## config.mk

```make
export PLATFORM = sky130hd
export DESIGN_NAME = ssk_cell
export DESIGN_NICKNAME = d
export VERILOG_FILES = /design/src/hdl/ssk_pkg.sv /design/src/hdl/ssk_cell.sv
export SDC_FILE = /design/constraint.sdc
export NUM_CORES = 1
export LEC_CHECK = 0
export ABC_CLOCK_PERIOD_IN_PS = 4300
export BUFFER_PORTS_ARGS = -buffer_cell sky130_fd_sc_hd__buf_2
export CAP_MARGIN = 15
export CELL_PAD_IN_SITES_DETAIL_PLACEMENT = 0
export CELL_PAD_IN_SITES_GLOBAL_PLACEMENT = 2
export CORE_MARGIN = 2
export CORE_UTILIZATION = 22
export DETAILED_ROUTE_END_ITERATION = 10
export GPL_ROUTABILITY_DRIVEN = 0
export PLACE_DENSITY = 0.77
export SETUP_SLACK_MARGIN = 0.1
export SYNTH_ARGS = -nofsm -noshare
export SYNTH_HDL_FRONTEND = slang
export SYNTH_SLANG_ARGS = --single-unit
```

## constraint.sdc

```tcl
create_clock -name i_clk -period 4.3 [get_ports i_clk]
set_input_delay 0.43 -clock i_clk [delete_from_list [all_inputs] [get_ports i_clk]]
set_output_delay 0.43 -clock i_clk [all_outputs]
set_load 0.02 [all_outputs]
```

## src/hdl/ssk_pkg.sv

```systemverilog
// ----------------------------------------------------------------------------
// ssk_pkg
// Shared codes and types for the severity-sorted keyed table.
// ----------------------------------------------------------------------------
package ssk_pkg;

    // Widths of the stream fields
    localparam int KEY_W   = 64;
    localparam int SEV_W   = 16;
    localparam int COUNT_W = 5;
    localparam int REQ_W   = 2;
    localparam int STAT_W  = 2;

    // Request codes; any other code acts as a view
    localparam logic [REQ_W-1:0] REQ_INSERT = 2'd0;
    localparam logic [REQ_W-1:0] REQ_REMOVE = 2'd1;
    localparam logic [REQ_W-1:0] REQ_VIEW   = 2'd2;

    // Status codes
    localparam logic [STAT_W-1:0] STATUS_OK        = 2'd0;
    localparam logic [STAT_W-1:0] STATUS_FULL      = 2'd1;
    localparam logic [STAT_W-1:0] STATUS_NOT_FOUND = 2'd2;

    // What every cell does on the next edge
    typedef enum logic [1:0] {
        CELL_HOLD,
        CELL_INSERT,
        CELL_REMOVE,
        CELL_ROTATE
    } t_cell_op;

    typedef struct packed {
        t_cell_op op;
        logic     occ;    // cell lies below the fill count
    } t_cell_ctl;

endpackage

```

## src/hdl/ssk_cell.sv

```systemverilog
// ----------------------------------------------------------------------------
// ssk_cell
// One slot of the sorted table: holds a key and a severity, and takes a new
// entry, its left neighbor or its right neighbor as the chain moves.
// ----------------------------------------------------------------------------
module ssk_cell
    import ssk_pkg::*;
#(
    parameter int KEY_BITS      = 64,
    parameter int SEVERITY_BITS = 16
) (
    input  logic                            i_clk,
    input  t_cell_ctl                       i_ctl,
    input  logic        [KEY_BITS-1:0]      i_new_key,
    input  logic signed [SEVERITY_BITS-1:0] i_new_sev,
    input  logic        [KEY_BITS-1:0]      i_left_key,
    input  logic signed [SEVERITY_BITS-1:0] i_left_sev,
    input  logic                            i_left_le,
    input  logic        [KEY_BITS-1:0]      i_right_key,
    input  logic signed [SEVERITY_BITS-1:0] i_right_sev,
    input  logic                            i_found_in,
    output logic        [KEY_BITS-1:0]      o_key,
    output logic signed [SEVERITY_BITS-1:0] o_sev,
    output logic                            o_le,
    output logic                            o_found,
    output logic                            o_first_hit
);

    logic        [KEY_BITS-1:0]      r_key;
    logic signed [SEVERITY_BITS-1:0] r_sev;
    logic                            hit;

    // Entry stays in front of a new one of equal or higher severity
    assign o_le        = i_ctl.occ && (r_sev <= i_new_sev);
    assign hit         = i_ctl.occ && (r_key == i_new_key);
    assign o_found     = i_found_in | hit;
    assign o_first_hit = hit & ~i_found_in;
    assign o_key       = r_key;
    assign o_sev       = r_sev;

    always_ff @(posedge i_clk) begin
        unique case (i_ctl.op)
            CELL_INSERT: begin
                if (!o_le) begin
                    if (i_left_le) begin
                        r_key <= i_new_key;
                        r_sev <= i_new_sev;
                    end else begin
                        r_key <= i_left_key;
                        r_sev <= i_left_sev;
                    end
                end
            end
            CELL_REMOVE: begin
                if (o_found) begin
                    r_key <= i_right_key;
                    r_sev <= i_right_sev;
                end
            end
            CELL_ROTATE: begin
                r_key <= i_right_key;
                r_sev <= i_right_sev;
            end
            CELL_HOLD: begin
            end
        endcase
    end

endmodule

```

==> results of run 1 <==
## kinds of logic after synthesis
family                   count (synthesis)  share of synthesized area
buffers and inverters                   61                    0.04363
AND/OR/NAND/NOR                        116                     0.1030
flip-flops                              80                     0.4578
XOR/XNOR                                48                    0.08012
multiplexers                            80                     0.1526
AO/OA/AOI/OAI                          111                     0.1247
adder cells (fa/ha/maj)                 16                    0.03815
## final cells by class
cell class / count / area [µm²]
Timing Repair Buffer: 334 / 1717
Clock buffer: 11 / 232.7
Clock inverter: 5 / 33.78
Tap cell: 319 / 399.1
Multi-Input combinational cell: 371 / 2625
Sequential cell: 80 / 2402
Fill cell: 2509 / 15930
Inverter: 34 / 127.6
Antenna cell: 4 / 10.01
## where the power goes
group	switching [mW]	internal, mW	leakage [nW]
Combinational	0.378	0.274	2.64
Sequential	0.0505	0.964	0.798
Clock	0.331	0.391	0.126
Total	0.759	1.63	3.56
## placed cells by master, fill, tap and decap left out, types with 2 or more instances in the layout
cell,count
a211o_1,2
nand4_1,14
clkbuf_1,2
nor2b_1,4
a21oi_1,4
diode_2,4
ha_1,16
inv_1,34
o22ai_1,4
buf_12,2
edfxtp_1,80
a22o_1,3
nor4_1,5
clkbuf_16,9
nor4_2,2
buf_2,326
nand2_1,82
clkinvlp_4,2
clkinv_2,2
mux2i_1,80
nor2_1,2
a2111o_1,2
o21ai_0,81
o2bb2ai_1,2
xnor2_1,39
buf_4,6
xor2_1,9
## flip-flops by register name (all words and copies together) (netlist names)
| signal | count |
|---|---|
| o_key | 64 |
| o_sev | 16 |
## metal layers
metal / GRT usage / part of all wire / wire, µm / vias up
met5: 0 / 0 / 0 / -
met4: 0.04719 / 0.017 / 329 / 0
met3: 0.05362 / 0.086 / 1706 / 23
met2: 0.2689 / 0.49 / 9759 / 223
met1: 0.1778 / 0.41 / 8071 / 2245
li1: - / - / - / 2498
## worst reg2reg max path, cell delays in order (launching register included)
cell	delay, ns
edfxtp_1	0.40
xnor2_1	0.30
nand4_1	0.16
nor4_1	0.61
nand4_2	0.24
o41ai_2	0.47
o22a_4	0.42
buf_12	0.27
## metrics by stage
| stage | hold slack, ns | util |
|---|---|---|
| 2_1_floorplan | 0.6212 | - |
| 3_3_place_gp | 0.7084 | 0.3098 |
| 3_5_place_dp | 0.7117 | 0.3098 |
| 4_1_cts | 0.3406 | 0.3211 |
| 5_1_grt | 0.3542 | 0.3213 |
| 6_report | 0.3550 | 0.3215 |
## worst max-delay path by stage
stage / endpoint / slack [ns] / cells past startpoint
global route: o_first_hit / 0.72 / 7
detailed placement: o_key[42] / 0.71 / 8
floorplan: o_key[0] / 0.60 / 6
finish: o_first_hit / 0.95 / 7
global placement: o_key[54] / 0.69 / 8
CTS: o_first_hit / 0.71 / 7
==> results.ini, run 1 <==
[worst_hold_path]
min_path_type=input pin to flop
min_to=o_key[37]
hold-path-cell-count=3
hp-start=i_right_key[37]

[power]
power_mw=2.389
power.density_nw_per_um2=316.5
peakVddDrop_mv=0.1630
leakage_nw=3.564

[drt]
dr.pass1.iters=4
drt.antenna.violating_nets=0
drtIter0Drc=209
avgViaCountPerCell=4.308
avgRoutedWirePerCell_um=17.16
drcViolationCount=0
totalWireLength_um=19870
dr_total_vias=4989

[timing]
fin_crit_sh=0.7781
tightest_slew_ns=0.7850
drv_slew=0
worst_slack_ns=0.9541
rsz0062_at_grt=no
hold_viol_final=0
fmax_mhz=298.9
period_needed_ns=3.346
finClkSkew_ns=0.008759
setup-violations-final=0
max-slew-margin-rel=0.4767
setup_tns_ns=0

[die]
die_height_um=158.4
start_util=0.2236
rows=56
dieArea_um2=25100
ioPinCount=329
coreArea_um2=23470
die_width_um=158.4

[worst_setup_path]
cp_slowest_cell=nor4_1
critPathCaptureType=primary output
worstReg2RegEnd=o_key[36]
crit_chain=xnor2_1 > nand4_1 > nor4_1 > nand4_2 > or4_1 > nor2_1 > buf_2
max_stage_delay_ns=0.61
crit_start=o_key[19]
regToRegSetupSlack_ns=1.09
worstPathMaxFanout=2
crit_family=simple AND/OR/NAND/NOR gates
crit_buf_inv=1
critPathArrivalTime_ns=2.92
start_kind=flop
r2r_start=o_key[19]
critPathRequiredTime_ns=3.87
crit_type=flop to primary output
r2r_cells=7

[logic_synthesis]
yosys_warnings=0
synthTopCellsByArea=edfxtp_1 (46%), mux2i_1 (15%), o21ai_0 (7.7%), xnor2_1 (6.5%), nand2_1 (5.9%)
ys_ff_latch=80
postSynth.topFlopCell=edfxtp_1
synth_top_area_share=0.4578
yosysMostFrequentCell=nand2_1
yosysUniqueCellTypes=41
yosysTopAreaCell=edfxtp_1
synth_commonest_cells=nand2_1 (82), o21ai_0 (81), edfxtp_1 (80), mux2i_1 (80), xnor2_1 (39)
synth_fp_nets=774
synth-edff-count=80
yosysSeqAreaShare=0.4578
synth_area_um2=5248
syn_inst=512
async_flop_share=0
post_synth.cell_area_avg_um2=10.25

[clock_tree]
postCtsSetupRepairBufs=0
ctsHoldBuffers=0
cts_root_buffer=clkbuf_16
cts_tree=done
cts.path.max_buffers=2
cts_buffers=9
cts_resized=0
cts.sinks=80
cts.htree.levels=3
clk_pin_slew_ns=0.07
clk_latency_ns=0.35

[grt]
grt_max_degree=71
grt.overflow.total=0
grt_pass1_wl_um=28510
grt_pass1_vias=5030
grt_usage=0.1542
antenna_found_initial=3

[finish]
final_nets=1092
finish.instance_area_um2=7547
layout.cells.non_filler=1158
syn_to_final_growth_pct=43.82
drive_gt1_frac=0.4251

[placed_design]
io_buffer_count=328
postPlaceCellArea_um2=7271
hpwl_um=16280
post-place-ws_ns=0.7057
placedCellCount=1138

[status]
status=finished clean

[flow_run]
drv_cap=0

Power figures use the tool's default switching activity.
==> run 2: changes to the inputs <==
--- a/config.mk
+++ b/config.mk
@@ -5,7 +5,8 @@
 export SDC_FILE = /design/constraint.sdc
 export NUM_CORES = 1
 export LEC_CHECK = 0
-export ABC_CLOCK_PERIOD_IN_PS = 4300
+export ABC_AREA = 1
+export ABC_CLOCK_PERIOD_IN_PS = 3400
 export BUFFER_PORTS_ARGS = -buffer_cell sky130_fd_sc_hd__buf_2
 export CAP_MARGIN = 15
 export CELL_PAD_IN_SITES_DETAIL_PLACEMENT = 0
@@ -14,7 +15,7 @@
 export CORE_UTILIZATION = 22
 export DETAILED_ROUTE_END_ITERATION = 10
 export GPL_ROUTABILITY_DRIVEN = 0
-export PLACE_DENSITY = 0.77
+export PLACE_DENSITY = 0.8
 export SETUP_SLACK_MARGIN = 0.1
 export SYNTH_ARGS = -nofsm -noshare
 export SYNTH_HDL_FRONTEND = slang
==> constraint.sdc (replaced) <==
create_clock -name i_clk -period 3.4 [get_ports i_clk]
set_input_delay 0.34 -clock i_clk [delete_from_list [all_inputs] [get_ports i_clk]]
set_output_delay 0.34 -clock i_clk [all_outputs]
set_load 0.02 [all_outputs]
==> results.ini, run 2 <==
[drt]
dr.pass1.iters=5
totalWireLength_um=24060
avgViaCountPerCell=4.286
drtIter0Drc=353
drt.antenna.violating_nets=0
drcViolationCount=0
avgRoutedWirePerCell_um=16.57
dr_total_vias=6223

[finish]
syn_to_final_growth_pct=41.51
final_cell_mix=buf_2 (326), nand2_1 (221), a21oi_1 (167)
final_nets=1375
post-route-util=0.3158
drive_gt1_frac=0.3211
largest_reg_flops=64
layout.cells.non_filler=1452
layout_commonest_cell=buf_2

[logic_synthesis]
synth_fp_nets=1062
yosysUniqueCellTypes=22
post_synth.cell_area_avg_um2=6.985
synth-edff-count=80
yosys_warnings=0
synth_commonest_cells=nand2_1 (222), a21oi_1 (167), nor2_1 (137)
synth_top_area_share=0.4299
ys_ff_latch=80
postSynth.topFlopCell=edfxtp_1
synth_area_um2=5588
synthTopCellsByArea=edfxtp_1 (43%), a21oi_1 (15%), nand2_1 (15%), nor2_1 (9.2%), inv_1 (6.4%)
yosysSeqAreaShare=0.4299
yosysTopAreaCell=edfxtp_1
yosysMostFrequentCell=nand2_1
syn_inst=800
async_flop_share=0

[placed_design]
hpwl_um=18990
io_buffer_count=328
placedCellCount=1432

[timing]
fmax_mhz=392.3
max-slew-margin-rel=0.5463
period_needed_ns=2.549
fin_hold_ws_ns=0.3151
drv_slew=0
rsz0062_at_grt=no
finClkSkew_ns=0.009184
fin_crit_sh=0.7498
setup_tns_ns=0
setup-violations-final=0
tightest_slew_ns=0.6806
hold_viol_final=0

[clock_tree]
clk_latency_ns=0.35
cts_tree=done
clk_pin_slew_ns=0.07
ctsHoldBuffers=0
cts_resized=0
cts.htree.levels=3
cts.sinks=80
cts_buffers=9
cts.path.max_buffers=2
cts_root_buffer=clkbuf_16
postCtsSetupRepairBufs=0

[worst_setup_path]
start_kind=flop
r2r_start=o_sev[15]
crit_type=flop to flop
critPathRequiredTime_ns=3.39
endpoint=o_key[35]
crit_start=o_sev[15]
critPathCaptureType=flop
worstReg2RegEnd=o_key[35]
regToRegSetupSlack_ns=0.85
worstPathMaxFanout=37
r2r_cells=10
critPathArrivalTime_ns=2.54

[die]
die_height_um=163.4
coreArea_um2=25040
die_width_um=163.4
ioPinCount=329
dieArea_um2=26690
rows=58
start_util=0.2232

[grt]
grt_pass1_vias=6218
grt.overflow.total=0
antenna_found_initial=5
grt_usage=0.1770
grt_pass1_wl_um=35380
grt_max_degree=54

[power]
peakVddDrop_mv=0.1764
power.density_nw_per_um2=414.8
power_mw=3.280
leakage_nw=4.055

[worst_hold_path]
min_path_type=input pin to flop

[flow_run]
drv_cap=0

[status]
status=finished clean

[run 2: cell count changes after synthesis, sizes merged, moves of 6 or more]
cell    before  now
xnor2       39   11
nand4       15    0
nand2       82  223
nor2         2  137
mux2i       80    0
xor2         9    2
nor4         7    1
nand3        1    7
inv         34   99
o21ai       81   18
a21oi        4  168
clkbuf      19   29
[run 2: layout make-up]
class | count | area, µm²
fillers | 2814 | 17130
multi-input cells | 586 | 2688
flip-flops and latches | 80 | 2402
repair buffers | 336 | 1719
well taps | 330 | 412.9
inverters | 100 | 377.9
clock buffers | 9 | 225.2
clock inverters | 7 | 72.57
diodes | 4 | 10.01
[run 2: metrics by stage]
| stage | setup slack, ns | instance area (µm²) |
|---|---|---|
| finish | 0.8507 | 7908 |
| global route | 0.5695 | 7908 |
| CTS | 0.7630 | 7898 |
| detailed placement | 0.7271 | 7600 |
| global placement | 0.7132 | 7600 |
| floorplan | 0.4617 | 5590 |
[run 2: worst max-delay path, cell delays in order, from the launching register on]
cell and delay (ns):
edfxtp_1 0.39, ha_1 0.36, nand2_2 0.11, nor4_4 0.32, nand2_1 0.11, nand3_1 0.08, nand3_1 0.08, nand2_1 0.09
nand2_1 0.09, nand2_4 0.09, buf_4 0.44
[run 2: power by group]
part	internal (mW)	total (mW)	switching, mW	leakage [nW]
Clock	0.570	1.01	0.441	0.141
Combinational	0.348	0.957	0.609	3.12
Sequential	1.24	1.31	0.0765	0.789
Total	2.15	3.28	1.13	4.06
[run 2: logic make-up (layout without fill, tap and decap cells)]
kind of cell	Yosys count	count (layout)	synth area share
compound gates	189	189	0.1711
other cells	0	4	0
simple gates	368	368	0.2524
flops	80	80	0.4299
fa+ha+maj	16	16	0.03583
buf+inv	134	452	0.09046
xor+xnor	13	13	0.02038
[run 2: layer usage]
| layer | track usage | wire length [µm] |
|---|---|---|
| met4 | 0.05149 | 431 |
| met5 | 0 | 0 |
| met3 | 0.03733 | 1550 |
| met1 | 0.2245 | 10430 |
| met2 | 0.3025 | 11650 |
[run 2: worst min-delay path by stage]
stage               startpoint        end  slack, ns  depth (start not counted)
2_1_floorplan   i_right_key[0]   o_key[0]       0.57                          2
3_3_place_gp   i_right_key[11]  o_key[11]       0.66                          3
3_5_place_dp   i_right_key[61]  o_key[61]       0.66                          3
4_1_cts        i_right_key[61]  o_key[61]       0.29                          3
5_1_grt        i_right_key[48]  o_key[48]       0.30                          3
6_report       i_right_key[27]  o_key[27]       0.32                          3
==> run 3: changes to the inputs <==
--- a/config.mk
+++ b/config.mk
@@ -5,8 +5,8 @@
 export SDC_FILE = /design/constraint.sdc
 export NUM_CORES = 1
 export LEC_CHECK = 0
-export ABC_AREA = 1
-export ABC_CLOCK_PERIOD_IN_PS = 3400
+export ABC_AREA = 0
+export ABC_CLOCK_PERIOD_IN_PS = 2200
 export BUFFER_PORTS_ARGS = -buffer_cell sky130_fd_sc_hd__buf_2
 export CAP_MARGIN = 15
 export CELL_PAD_IN_SITES_DETAIL_PLACEMENT = 0
@@ -15,7 +15,7 @@
 export CORE_UTILIZATION = 22
 export DETAILED_ROUTE_END_ITERATION = 10
 export GPL_ROUTABILITY_DRIVEN = 0
-export PLACE_DENSITY = 0.8
+export PLACE_DENSITY = 0.77
 export SETUP_SLACK_MARGIN = 0.1
 export SYNTH_ARGS = -nofsm -noshare
 export SYNTH_HDL_FRONTEND = slang
==> constraint.sdc (replaced) <==
create_clock -name i_clk -period 2.2 [get_ports i_clk]
set_input_delay 0.22 -clock i_clk [delete_from_list [all_inputs] [get_ports i_clk]]
set_output_delay 0.22 -clock i_clk [all_outputs]
set_load 0.02 [all_outputs]
==> results.ini, run 3 (synthesized netlist as in run 1, its figures left out) <==
[clock_tree]
cts_buffers=9
cts.htree.levels=3
cts_tree=done
clk_pin_slew_ns=0.07
cts.sinks=80
ctsHoldBuffers=0
clk_latency_ns=0.35
cts_root_buffer=clkbuf_16
cts.path.max_buffers=2

[timing]
rsz0062_at_grt=yes
worst_slack_ns=-0.5671
setup-violations-final=83
drv_slew=0
fmax_mhz=361.4
max-slew-margin-rel=0.7190
hold_viol_final=0
period_needed_ns=2.767
fin_crit_sh=1.258
tightest_slew_ns=0.4211
finClkSkew_ns=0.01245

[drt]
dr.pass1.iters=4
avgRoutedWirePerCell_um=17.38
route.met2.wl_um=10930
wl_met3_um=1748
dr_total_vias=5341
highest_layer=met5
avgViaCountPerCell=4.297
totalWireLength_um=21610
drt.antenna.violating_nets=0
drt-met1-wl_um=8615
drcViolationCount=0
drtIter0Drc=193

[grt]
grt_pass1_vias=5310
grt_pass1_wl_um=29790
grt_max_degree=94
antenna_found_initial=5
grt_usage=0.1598
grt.overflow.total=0

[worst_setup_path]
start_kind=flop
critPathCaptureType=primary output
critPathArrivalTime_ns=2.55
critPathRequiredTime_ns=1.98
r2r_cells=10
crit_type=flop to primary output
worstPathMaxFanout=2

[power]
leakage_nw=4.173
power_mw=5.275
peakVddDrop_mv=0.3244
power.density_nw_per_um2=608.6

[placed_design]
hpwl_um=17080
placedCellCount=1208
io_buffer_count=328

[finish]
drive_gt1_frac=0.4968
final_nets=1181
antenna_cells=0
syn_to_final_growth_pct=65.19
final_cell_mix=buf_2 (323), nand2_1 (82), o21ai_0 (81)
layout_commonest_cell=buf_2
largest_reg_flops=64
layout.cells.non_filler=1243

[die]
die_width_um=158.4
coreArea_um2=23470
die_height_um=158.4
dieArea_um2=25100
rows=56
start_util=0.2236
ioPinCount=329

[status]
status=complete, but fails checks
violations=negative setup slack

[worst_hold_path]
min_path_type=input pin to flop
hold-path-cell-count=3

[flow_run]
drv_cap=0

## run 3: cell type report
cell class              instances  area [µm²]
fillers                      2469       14800
inverters                      34       127.6
repair buffers                423        2645
flip-flops and latches         80        2402
clock buffers                  10       229.0
multi-input cells             371        2771
clock inverters                 6       93.84
well taps                     319       399.1
## run 3: critical path, cell delays in order (launching register included)
cell and delay, ns:
edfxtp_1 0.39, nor2b_4 0.14, a2111o_1 0.42, a2111oi_4 0.18, nand4_1 0.14, buf_4 0.16, or4_4 0.54, nor2_4 0.12
buf_6 0.12
## run 3: report_power, final
group | switching (mW) | internal (mW)
sequential | 0.0966 | 1.88
combinational | 0.836 | 0.780
clock | 0.678 | 1.00
total | 1.61 | 3.66
## run 3: timing repair
item	CTS	global route
cloned	0	11
gates resized for setup	14	19
setup buffers	3	5
pin swaps	8	7
endpoints found under the setup margin	83	83
## run 3: final timing paths
path | start | to | slack (ns)
worst max-delay path | o_key[7] | o_first_hit | -0.57
worst min-delay path | i_right_key[20] | o_key[20] | 0.15
worst max register to register | o_key[19] | o_key[36] | -0.54
worst min register to register | o_key[28] | o_sev[5] | 1.45
## run 3: through the flow
step                utilization  hold slack [ns]  cell area, µm²  TNS [ns]  worst slack, ns
floorplan                     -           0.4112            5275    -73.66          -0.9185
global placement         0.3351           0.4993            7865    -43.50          -0.5429
detailed placement       0.3351           0.5047            7865    -46.21          -0.5794
CTS                      0.3529           0.1327            8283    -56.88          -0.7032
global route             0.3693           0.1516            8668    -53.53          -0.6997
finish                   0.3693           0.1473            8668    -40.72          -0.5671
## run 3: per-layer routing
layer,track usage,vias to the layer above
met5,0,-
met4,0.04376,8
met3,0.05008,24
met2,0.2917,222
met1,0.1790,2414
li1,-,2673
